$ cat config.mk
export PLATFORM = sky130hd
export DESIGN_NAME = software_timer_bank
export DESIGN_NICKNAME = d
export VERILOG_FILES = /design/src/design/swtmr_pkg.sv /design/src/design/software_timer_bank.sv /design/src/design/swtmr_ram.sv
export SDC_FILE = /design/constraint.sdc
export NUM_CORES = 1
export LEC_CHECK = 0
export BUFFER_PORTS_ARGS = -buffer_cell sky130_fd_sc_hd__buf_4
export CORE_MARGIN = 2
export CORE_UTILIZATION = 57
export DETAILED_ROUTE_END_ITERATION = 6
export HOLD_SLACK_MARGIN = 0.1
export PLACE_DENSITY_LB_ADDON = 0.08
export REMOVE_ABC_BUFFERS = 1
export SYNTH_ARGS = -nofsm -noshare
export SYNTH_HDL_FRONTEND = slang
export SYNTH_SLANG_ARGS = --single-unit
export TNS_END_PERCENT = 30
$ cat constraint.sdc
create_clock -name clk -period 4.55 [get_ports clk]
set_input_delay 0.455 -clock clk [delete_from_list [all_inputs] [get_ports clk]]
set_output_delay 0.455 -clock clk [all_outputs]
set_load 0.05 [all_outputs]
$ cat src/design/swtmr_pkg.sv
`default_nettype none

package swtmr_pkg;

  // Operation codes of a request.
  typedef enum logic [2:0] {
    OP_TICK        = 3'd0,
    OP_READ_PLAIN  = 3'd1,
    OP_CLEAR_PLAIN = 3'd2,
    OP_READ_GATED  = 3'd3,
    OP_STOP        = 3'd4,
    OP_START       = 3'd5,
    OP_PAUSE       = 3'd6,
    OP_CONTINUE    = 3'd7
  } op_t;

  // Modes of a gated timer.
  typedef enum logic [1:0] {
    MODE_STOPPED = 2'd0,
    MODE_RUNNING = 2'd1,
    MODE_PAUSED  = 2'd2
  } mode_t;

  localparam int COUNT_W = 32;
  localparam int MODE_W  = 2;
  localparam int INDEX_W = 3;

  typedef struct packed {
    op_t                  operation;
    logic [INDEX_W-1:0]   timer_index;
    logic [COUNT_W-1:0]   tick_count;
  } req_t;

  typedef struct packed {
    logic [COUNT_W-1:0]   timer_value;
    logic [MODE_W-1:0]    timer_mode;
  } rsp_t;

endpackage

`default_nettype wire

$ cat src/design/software_timer_bank.sv
// A read, clear or gated-control request reads its entry in the access state, and its result
// and strobe are registered from there; a tick request gives its result once the walk has
// written back the last entry. A new request is taken only while busy is low; a tick holds
// busy while it walks the single read port of each counter memory one entry a cycle.
// Reset clears per-entry valid bits at once, so every counter reads zero and stopped.
// The result strobe lasts one cycle and the receiver cannot stall it.
`default_nettype none

module software_timer_bank #(
  parameter int PLAIN_TIMERS = 8,
  parameter int GATED_TIMERS = 8
) (
  input  wire logic             clk,
  input  wire logic             rst,
  input  wire logic             start,
  output logic                  busy,
  input  wire swtmr_pkg::req_t  request,
  output logic                  done,
  output swtmr_pkg::rsp_t       result
);

  localparam int MAXT   = (PLAIN_TIMERS > GATED_TIMERS) ? PLAIN_TIMERS : GATED_TIMERS;
  localparam int PW     = (PLAIN_TIMERS > 1) ? $clog2(PLAIN_TIMERS) : 1;
  localparam int GW     = (GATED_TIMERS > 1) ? $clog2(GATED_TIMERS) : 1;
  localparam int WALK_W = $clog2(MAXT + 1);
  localparam int SEL_W  = (WALK_W > swtmr_pkg::INDEX_W) ? WALK_W : swtmr_pkg::INDEX_W;
  localparam int CW     = swtmr_pkg::COUNT_W;
  localparam int GD_W   = swtmr_pkg::COUNT_W + swtmr_pkg::MODE_W;

  typedef enum logic [1:0] {
    S_IDLE,
    S_WALK,
    S_ACCESS
  } state_t;

  state_t            state;
  state_t            state_next;
  swtmr_pkg::req_t   req_q;
  logic [WALK_W-1:0] walk_cnt;
  logic [WALK_W-1:0] walk_cnt_next;
  logic              rd_pend;
  logic              rd_pend_next;
  logic [SEL_W-1:0]  rd_addr;
  logic [SEL_W-1:0]  rd_sel;
  logic              done_next;
  swtmr_pkg::rsp_t   result_next;

  logic [PLAIN_TIMERS-1:0] plain_valid;
  logic [GATED_TIMERS-1:0] gated_valid;

  // Memory ports.
  logic            p_we;
  logic [CW-1:0]   p_wdata;
  logic [CW-1:0]   p_rdata;
  logic            g_we;
  logic [GD_W-1:0] g_wdata;
  logic [GD_W-1:0] g_rdata;

  // Entry values as read, with never-written entries taken as reset values.
  logic [CW-1:0]     p_cur;
  logic [CW-1:0]     g_count;
  swtmr_pkg::mode_t  g_mode;
  logic              p_in_range;
  logic              g_in_range;

  swtmr_ram #(.WIDTH(CW), .DEPTH(PLAIN_TIMERS)) u_plain_ram (
    .clk   (clk),
    .we    (p_we),
    .waddr (rd_addr[PW-1:0]),
    .wdata (p_wdata),
    .raddr (rd_sel[PW-1:0]),
    .rdata (p_rdata)
  );

  swtmr_ram #(.WIDTH(GD_W), .DEPTH(GATED_TIMERS)) u_gated_ram (
    .clk   (clk),
    .we    (g_we),
    .waddr (rd_addr[GW-1:0]),
    .wdata (g_wdata),
    .raddr (rd_sel[GW-1:0]),
    .rdata (g_rdata)
  );

  assign busy = (state != S_IDLE);

  // Read address: the request index when idle, the walk counter during a tick.
  assign rd_sel = (state == S_WALK) ? SEL_W'(walk_cnt) : SEL_W'(request.timer_index);

  assign p_in_range = (rd_addr < SEL_W'(PLAIN_TIMERS));
  assign g_in_range = (rd_addr < SEL_W'(GATED_TIMERS));

  always_comb begin
    p_cur   = '0;
    g_count = '0;
    g_mode  = swtmr_pkg::MODE_STOPPED;
    if (p_in_range && plain_valid[rd_addr[PW-1:0]]) begin
      p_cur = p_rdata;
    end
    if (g_in_range && gated_valid[rd_addr[GW-1:0]]) begin
      g_count = g_rdata[CW-1:0];
      g_mode  = swtmr_pkg::mode_t'(g_rdata[GD_W-1:CW]);
    end
  end

  // Sequencing, read-modify-write and result formation.
  always_comb begin
    logic [CW-1:0]    new_count;
    swtmr_pkg::mode_t new_mode;

    state_next    = state;
    walk_cnt_next = walk_cnt;
    rd_pend_next  = 1'b0;
    done_next     = 1'b0;
    result_next   = result;
    p_we          = 1'b0;
    p_wdata       = '0;
    g_we          = 1'b0;
    g_wdata       = '0;
    new_count     = g_count;
    new_mode      = g_mode;

    case (state)
      S_IDLE: begin
        if (start) begin
          walk_cnt_next = '0;
          if (request.operation == swtmr_pkg::OP_TICK) begin
            state_next = S_WALK;
          end else begin
            rd_pend_next = 1'b1;
            state_next   = S_ACCESS;
          end
        end
      end

      S_WALK: begin
        // Write back the entry read last cycle.
        if (rd_pend) begin
          p_we    = p_in_range;
          p_wdata = p_cur + req_q.tick_count;
          g_we    = g_in_range && (g_mode == swtmr_pkg::MODE_RUNNING);
          g_wdata = {g_mode, g_count + req_q.tick_count};
        end
        // Issue the next read while entries remain.
        if (walk_cnt < WALK_W'(MAXT)) begin
          rd_pend_next  = 1'b1;
          walk_cnt_next = walk_cnt + 1'b1;
        end else if (!rd_pend || walk_cnt == WALK_W'(MAXT)) begin
          done_next   = 1'b1;
          result_next = '0;
          state_next  = S_IDLE;
        end
      end

      S_ACCESS: begin
        result_next = '0;
        case (req_q.operation)
          swtmr_pkg::OP_READ_PLAIN: begin
            result_next.timer_value = p_cur;
          end
          swtmr_pkg::OP_CLEAR_PLAIN: begin
            p_we = p_in_range;
          end
          swtmr_pkg::OP_TICK: begin
            result_next = '0;
          end
          default: begin
            // Gated timer request.
            case (req_q.operation)
              swtmr_pkg::OP_STOP: begin
                new_mode = swtmr_pkg::MODE_STOPPED;
              end
              swtmr_pkg::OP_START: begin
                if (g_mode == swtmr_pkg::MODE_STOPPED) begin
                  new_count = '0;
                  new_mode  = swtmr_pkg::MODE_RUNNING;
                end
              end
              swtmr_pkg::OP_PAUSE: begin
                if (g_mode == swtmr_pkg::MODE_RUNNING) begin
                  new_mode = swtmr_pkg::MODE_PAUSED;
                end
              end
              swtmr_pkg::OP_CONTINUE: begin
                if (g_mode == swtmr_pkg::MODE_PAUSED) begin
                  new_mode = swtmr_pkg::MODE_RUNNING;
                end
              end
              default: begin
                new_mode = g_mode;
              end
            endcase
            g_we    = g_in_range && (req_q.operation != swtmr_pkg::OP_READ_GATED);
            g_wdata = {new_mode, new_count};
            if (g_in_range) begin
              result_next.timer_value = new_count;
              result_next.timer_mode  = new_mode;
            end
          end
        endcase
        done_next  = 1'b1;
        state_next = S_IDLE;
      end

      default: begin
        state_next = S_IDLE;
      end
    endcase
  end

  // State, valid bits, registered result and request payload.
  always_ff @(posedge clk) begin
    if (rst) begin
      state       <= S_IDLE;
      rd_pend     <= 1'b0;
      done        <= 1'b0;
      walk_cnt    <= '0;
      plain_valid <= '0;
      gated_valid <= '0;
    end else begin
      state    <= state_next;
      rd_pend  <= rd_pend_next;
      done     <= done_next;
      walk_cnt <= walk_cnt_next;
      if (p_we) begin
        plain_valid[rd_addr[PW-1:0]] <= 1'b1;
      end
      if (g_we) begin
        gated_valid[rd_addr[GW-1:0]] <= 1'b1;
      end
    end
    result  <= result_next;
    rd_addr <= rd_sel;
    if (start && !busy) begin
      req_q <= request;
    end
  end

endmodule

`default_nettype wire

$ cat src/design/swtmr_ram.sv
`default_nettype none

module swtmr_ram #(
  parameter int WIDTH = 32,
  parameter int DEPTH = 8
) (
  input  wire logic                                 clk,
  input  wire logic                                 we,
  input  wire logic [(DEPTH > 1 ? $clog2(DEPTH) : 1)-1:0] waddr,
  input  wire logic [WIDTH-1:0]                     wdata,
  input  wire logic [(DEPTH > 1 ? $clog2(DEPTH) : 1)-1:0] raddr,
  output logic      [WIDTH-1:0]                     rdata
);

  logic [WIDTH-1:0] mem [DEPTH];

  // One write port and one registered read port.
  always_ff @(posedge clk) begin
    if (we) begin
      mem[waddr] <= wdata;
    end
    rdata <= mem[raddr];
  end

endmodule

`default_nettype wire
Word-level counts from Yosys, hierarchy flattened
Memory sizes are Yosys's and may differ from the RTL's. A register that Yosys moved wholly into a read port is not among the register bits.
Cells that the tools add are included.
Widths: inputs -> output; s select.
Word-level totals
  output and inout bits: 36
  memories kept: 2
  word-level logic and storage cells: 112
  RAM bits: 528
  register bits: 97
  bits of input ports: 41
Memories
  u_gated_ram.mem: depth 8, width 34, read ports 1, clocked after Yosys merged registers in 1, write ports 1, RTL line swtmr_ram.sv:15  | logic [WIDTH-1:0] mem [DEPTH];
  u_plain_ram.mem: depth 8, width 32, read ports 1, clocked after Yosys merged registers in 1, write ports 1, RTL line swtmr_ram.sv:15
Operators by class
  reductions and logical operators: 21
  multiplexer cells: 52
  bitwise gates (word level): 2
  order comparisons: 4
  equal/unequal tests: 16
  $add $sub $neg: 3
Operator list (count)
  $mux 32: 6
  $mux 34: 5
  $pmux 34 s2: 2
  $add 32x32->32: 2
  $pmux 32 s2: 1
  $mux 2: 9
  $mux 1: 16
  $or 8x8->8: 2
  $eq 3x3->1 const B: 4
  $reduce_and 3->1: 3
  $lt 4x4->1 const B: 2
  $mux 4: 2
  $pmux 1 s2: 4
  $pmux 2 s4: 1
  $pmux 4 s2: 1
  $bmux 1 s3: 2
  $logic_and 1x1->1: 6
  $logic_not 3->1: 2
  $reduce_bool 2->1: 3
  $add 4x1->4 const B: 1
  $eq 2x1->1 const B: 2
  $eq 2x2->1 const B: 2
  $eq 4x4->1 const B: 1
  $logic_not 2->1: 2
  14 further kinds: 17

Logic depth before layout (Yosys ltp)
  depth after elaboration: 10
  gate-level depth with buffers: 20
  gate-level depth less buffers: 18

Hierarchy
A second synthesis with hierarchy kept.
Unflattened totals
  cells, all modules: 1962
  area, all modules: 30469.2 um^2
By module, submodules not included
  swtmr_ram (u_gated_ram): area an instance 11083.1 um^2, times used 1, cells an instance 441, seq. area each 8848.5 um^2
  swtmr_ram (u_plain_ram): area an instance 10466.3 um^2, times used 1, cells an instance 415, seq. area each 8328.0 um^2
  software_timer_bank: area an instance 8919.8 um^2, times used 1, cells an instance 1106, seq. area each 2632.5 um^2

Worst setup path after synthesis
Ideal clock, no wire load.
  kind: reg2reg
  from: register rd_addr[0]
  to: memory u_gated_ram.mem[0][0] (netlist name), enable pin
  slack: -484 ps
  period minus slack after synthesis: 5034 ps
  library setup time: 470 ps
  arrival time: 4564 ps
  required time: 4080 ps
  buffers on the path: 4
  cell stages (with the launch flop): 12
  path through: dfxtp_1 buf_6 mux4_2 o21ai_2 nor2_4 buf_2 buf_2 buf_1 nand2_1 o32ai_1 nand2b_1 nor3_1
Between the ends
  word-level cells in the longest chain between the ends: 10
  elaborated cells between the ends (all ways): 13
  those cells by class: order compare: 1; eq/ne: 1; mux: 8; reduce/logical: 3
RTL lines
  from (decl): RTL line software_timer_bank.sv:43  | logic [SEL_W-1:0] rd_addr;
  from (signal assigned): RTL line software_timer_bank.sv:232  | rd_addr <= rd_sel;
  $bmux 1 s3: RTL line software_timer_bank.sv:99  | if (g_in_range && gated_valid[rd_addr[GW-1:0]]) begin
  $mux 1 (implied by the code): RTL line software_timer_bank.sv:99
  $logic_and 1x1->1: RTL line software_timer_bank.sv:99
  $mux 2: RTL line software_timer_bank.sv:99
  $eq 2x1->1: RTL line software_timer_bank.sv:140  | g_we = g_in_range && (g_mode == swtmr_pkg::MODE_RUNNING);
  $logic_and 1x1->1: RTL line software_timer_bank.sv:140
  $mux 1: RTL line software_timer_bank.sv:137  | if (rd_pend) begin
  $pmux 1 s2: RTL line software_timer_bank.sv:122  | case (state)
  $mux 1: RTL line swtmr_ram.sv:19  | if (we) begin
  $mux 1 (implied by the code): RTL line swtmr_ram.sv:20  | mem[waddr] <= wdata;
  to (decl): RTL line swtmr_ram.sv:15
Several ways; a longest one is shown, not always the timed one. The select of a mux whose other input is x is not followed.

Worst setup path after layout
  from: register rd_addr[0]
  to: memory u_plain_ram.mem[12][16], in the netlist u_plain_ram.mem[6][16] (data pin)
Between the ends
  word-level cells in the longest chain between the ends: 7
  elaborated cells between the ends (all ways): 8
  those cells by class: add/sub: 1; order compare: 1; mux: 5; reduce/logical: 1
RTL lines
  $bmux 1 s3: RTL line software_timer_bank.sv:96  | if (p_in_range && plain_valid[rd_addr[PW-1:0]]) begin
  $mux 1 (implied by the code): RTL line software_timer_bank.sv:96
  $logic_and 1x1->1 (*): RTL line software_timer_bank.sv:96
  $mux 32 (*): RTL line software_timer_bank.sv:96
  $add 32x32->32 (*): RTL line software_timer_bank.sv:139  | p_wdata = p_cur + req_q.tick_count;
  $mux 32 (*): RTL line software_timer_bank.sv:137
  $mux 32 (*): RTL line software_timer_bank.sv:122
  via p_wdata[16]: RTL line software_timer_bank.sv:53  | logic [CW-1:0] p_wdata;
  to (decl): RTL line swtmr_ram.sv:15
Mark *: on every way through the listed nets, which the timed path passes. The rest lies on a longest branch. The select of a mux whose other input is x is not followed.

==> results.yml <==
sta:
  layout_min_cycle_time_ns: 4.50
  finClkSkew_ns: 0.0214
  hold_violations: 0
  tns_ns: 0
  setup_viol: 0
  layout_setup_ws_ns: 0.0466
  max_clock_freq_mhz: 222
  worst_pin_slew_ns: 0.976
  rsz0062_at_grt: "true"
  drv_slew: 0
  post-route-period-util: 0.990
  worst_slew_margin_rel: 0.336
  finalHoldWorstSlack_ns: 0.214
clock_tree:
  cts.clk_slew.worst_paths_ns: 0.07
  tritoncts: "done"
  root_buffer: "clkbuf_16"
  cts_made_buffers: 72
  clock-sinks: 691
  worst_skew_pair.late_latency_ns: 0.61
  h-tree-depth: 3
  clk_path_buf_depth: 3
synthesis:
  ys.flop_type: "edfxtp_1"
  synthDistinctLibCells: 85
  yosysWarnings: 0
  synthArstFlopShare: 0
  synth-edff-count: 597
  ys_seq_area_frac: 0.645
  yosys.area.top_type_share: 0.583
  syn-instance-count: 2808
  yosys-top-cells-area: "edfxtp_1 (58%), nand2_1 (8.7%), dfxtp_1 (6.1%)"
  yosys.area.top_type: "edfxtp_1"
  syn_area_um2: 30700
  ys_seq_elements: 691
  synth_area_per_cell_um2: 10.9
floorplan:
  start_util: 0.573
  die_w_um: 236
  die-area_um2: 55800
  io_pins: 77
  core_um2: 53600
  die_h_um: 236
  std_cell_rows: 85
critical_path:
  crit_required_ns: 4.85
  worst-path-max-fanout: 8
  cp-start-kind: "flop"
  arrival_ns: 4.81
  path_class: "flop to flop"
  cp-end-kind: "flop"
finish:
  drive_above_1_share: 0.146
  num-fill-cells: 3974
  antenna_cells: 0
  area_delta_synth_final_pct: 17.2
  instances_no_fill: 3690
  layout.nets: 3026
hold_path:
  min_path_type: "input port to flop"
drt:
  ant_nets: 0
  wl_per_cell_um: 21.2
  vias: 21900
  drc_errors: 0
  drt_iter0_drc: 2061
  first_pass_iters: 5
  vias_per_cell: 5.94
  wirelength_mm: 78.1
grt:
  grt_pass1_vias: 20800
  overflow: 0
  grt_pass1_wl_mm: 119
  grt_usage: 0.278
  grt_max_degree: 150
  antenna_found_initial: 0
power:
  ir_drop_v: 0.000370
  p_per_area_nw_per_um2: 391
  p_leak_nw: 13.5
placement:
  dp_cells: 3512
  port_buffers: 76
  preCtsSetupSlack_ns: -0.315
  dp_hpwl_mm: 45.7
  gp_congestion: 0.895
status:
  status: "finished clean"
job:
  drv_cap: 0
## metrics by stage
step / utilization / total power (W) / cell area (µm²)
floorplan: - / 0.00791 / 30000
global placement: 0.609 / 0.00824 / 32600
detailed placement: 0.609 / 0.00826 / 32600
CTS: 0.662 / 0.0141 / 35500
global route: 0.672 / 0.0146 / 36000
finish: 0.672 / 0.0141 / 36000
## flip-flops by register name, indices dropped and copies added (netlist names)
signal	flops
u_gated_ram.rdata	34
rd_addr	4
u_gated_ram.mem	272
plain_valid	8
state	2
gated_valid	8
done	1
rd_pend	1
req_q	35
u_plain_ram.rdata	32
walk_cnt	4
u_plain_ram.mem	256
result	34
## kinds of logic after synthesis
logic type | count (synthesis) | synth area share
XOR/XNOR | 75 | 0.0214
AND/OR/NAND/NOR | 1352 | 0.192
adder cells (fa/ha/maj) | 71 | 0.0276
flip-flops | 691 | 0.645
multiplexers | 11 | 0.00550
buffers and inverters | 223 | 0.0281
AO/OA/AOI/OAI | 385 | 0.0807
## cell usage after synthesis (4+ instances only)
cell and instances:
buf_2 4, o22ai_1 16, clkbuf_1 154, o21ai_0 123
maj3_1 22, o21ai_1 5, mux2i_1 6, a21oi_1 79
a41oi_1 5, a211oi_1 4, a22oi_1 5, xnor2_1 43
nand3_1 359, nor2b_1 8, and2_1 42, nor3_1 22
or3_1 7, a22o_1 25, a21boi_0 5, ha_1 47
buf_1 15, a32oi_1 5, and3_1 14, o21a_1 6
or2_2 7, nand2_1 714, nor2_1 137, inv_1 44
xor2_1 32, edfxtp_1 597, dfxtp_1 94, o21bai_1 5
a21o_1 27, a31oi_1 21, nand2b_1 11, nor3b_1 6
o211ai_1 10, nor4b_1 5, nand4_1 10
## worst max-delay path, cell delays in order, from the launching register on
cell	delay (ns)
dfxtp_4	0.37
buf_4	0.11
buf_6	0.09
mux4_2	0.49
mux2i_1	0.17
nor2_2	0.11
and2_4	0.16
ha_4	0.16
fa_2	0.38
a21o_1	0.17
a21oi_2	0.13
o21a_2	0.18
buf_4	0.12
buf_4	0.10
or3_1	0.11
nand2_1	0.08
a21o_1	0.18
a21o_1	0.19
a21o_1	0.18
a21o_1	0.20
a31oi_1	0.17
xor2_1	0.20
nor2_2	0.11
## layout make-up
class / instances / area, µm² / area share
sequential: 691 / 19800 / 0.550
inverter: 45 / 179 / 0.00497
clock buffer: 99 / 2050 / 0.0569
tap: 696 / 871 / 0.0242
multi-input combinational: 1894 / 10800 / 0.299
clock inverter: 33 / 324 / 0.00900
timing repair buffer: 232 / 2020 / 0.0560
## final timing paths
check | startpoint | endpoint | slack [ns] | depth (start not counted)
max | rd_addr[0] | u_plain_ram.mem[6][16] | 0.05 | 22
min reg2reg | gated_valid[6] | gated_valid[6] | 0.47 | 2
min | rst | gated_valid[1] | 0.21 | 2
max reg2reg | rd_addr[0] | u_plain_ram.mem[6][16] | 0.05 | 22
## power by group
part	internal [W]	switching, W
registers	0.00693	0.000161
logic	0.000412	0.000718
clock network	0.00350	0.00238
total	0.0108	0.00326
## layout by cell type (no fill, tap or decap), types with 25 or more instances in the layout
| master | n |
|---|---|
| a21o_1 | 27 |
| a21oi_1 | 71 |
| a22o_1 | 25 |
| and2_1 | 35 |
| buf_4 | 180 |
| clkbuf_16 | 77 |
| dfxtp_1 | 93 |
| dlygate4sd3_1 | 35 |
| edfxtp_1 | 597 |
| ha_1 | 36 |
| inv_1 | 39 |
| nand2_1 | 713 |
| nand3_1 | 357 |
| nor2_1 | 114 |
| o21ai_0 | 117 |
| xnor2_1 | 40 |
| xor2_1 | 30 |
## routing by layer
| layer | up-vias | track usage | routed length, µm |
|---|---|---|---|
| met2 | 846 | 0.429 | 35800 |
| met5 | - | 0 | 0 |
| met3 | 165 | 0.0386 | 5320 |
| met1 | 10600 | 0.401 | 34500 |
| met4 | 0 | 0.112 | 2470 |
| li1 | 10300 | - | - |
## what timing repair did
action                     CTS  global route
pin swaps                    8            48
setup endpoints to repair  203           272
hold buffers                35             0
hold endpoints to repair    35             0
buffers inserted             3             9
cloned                       0             0
resized for setup           29            87
(Power assumes the default switching activity.)
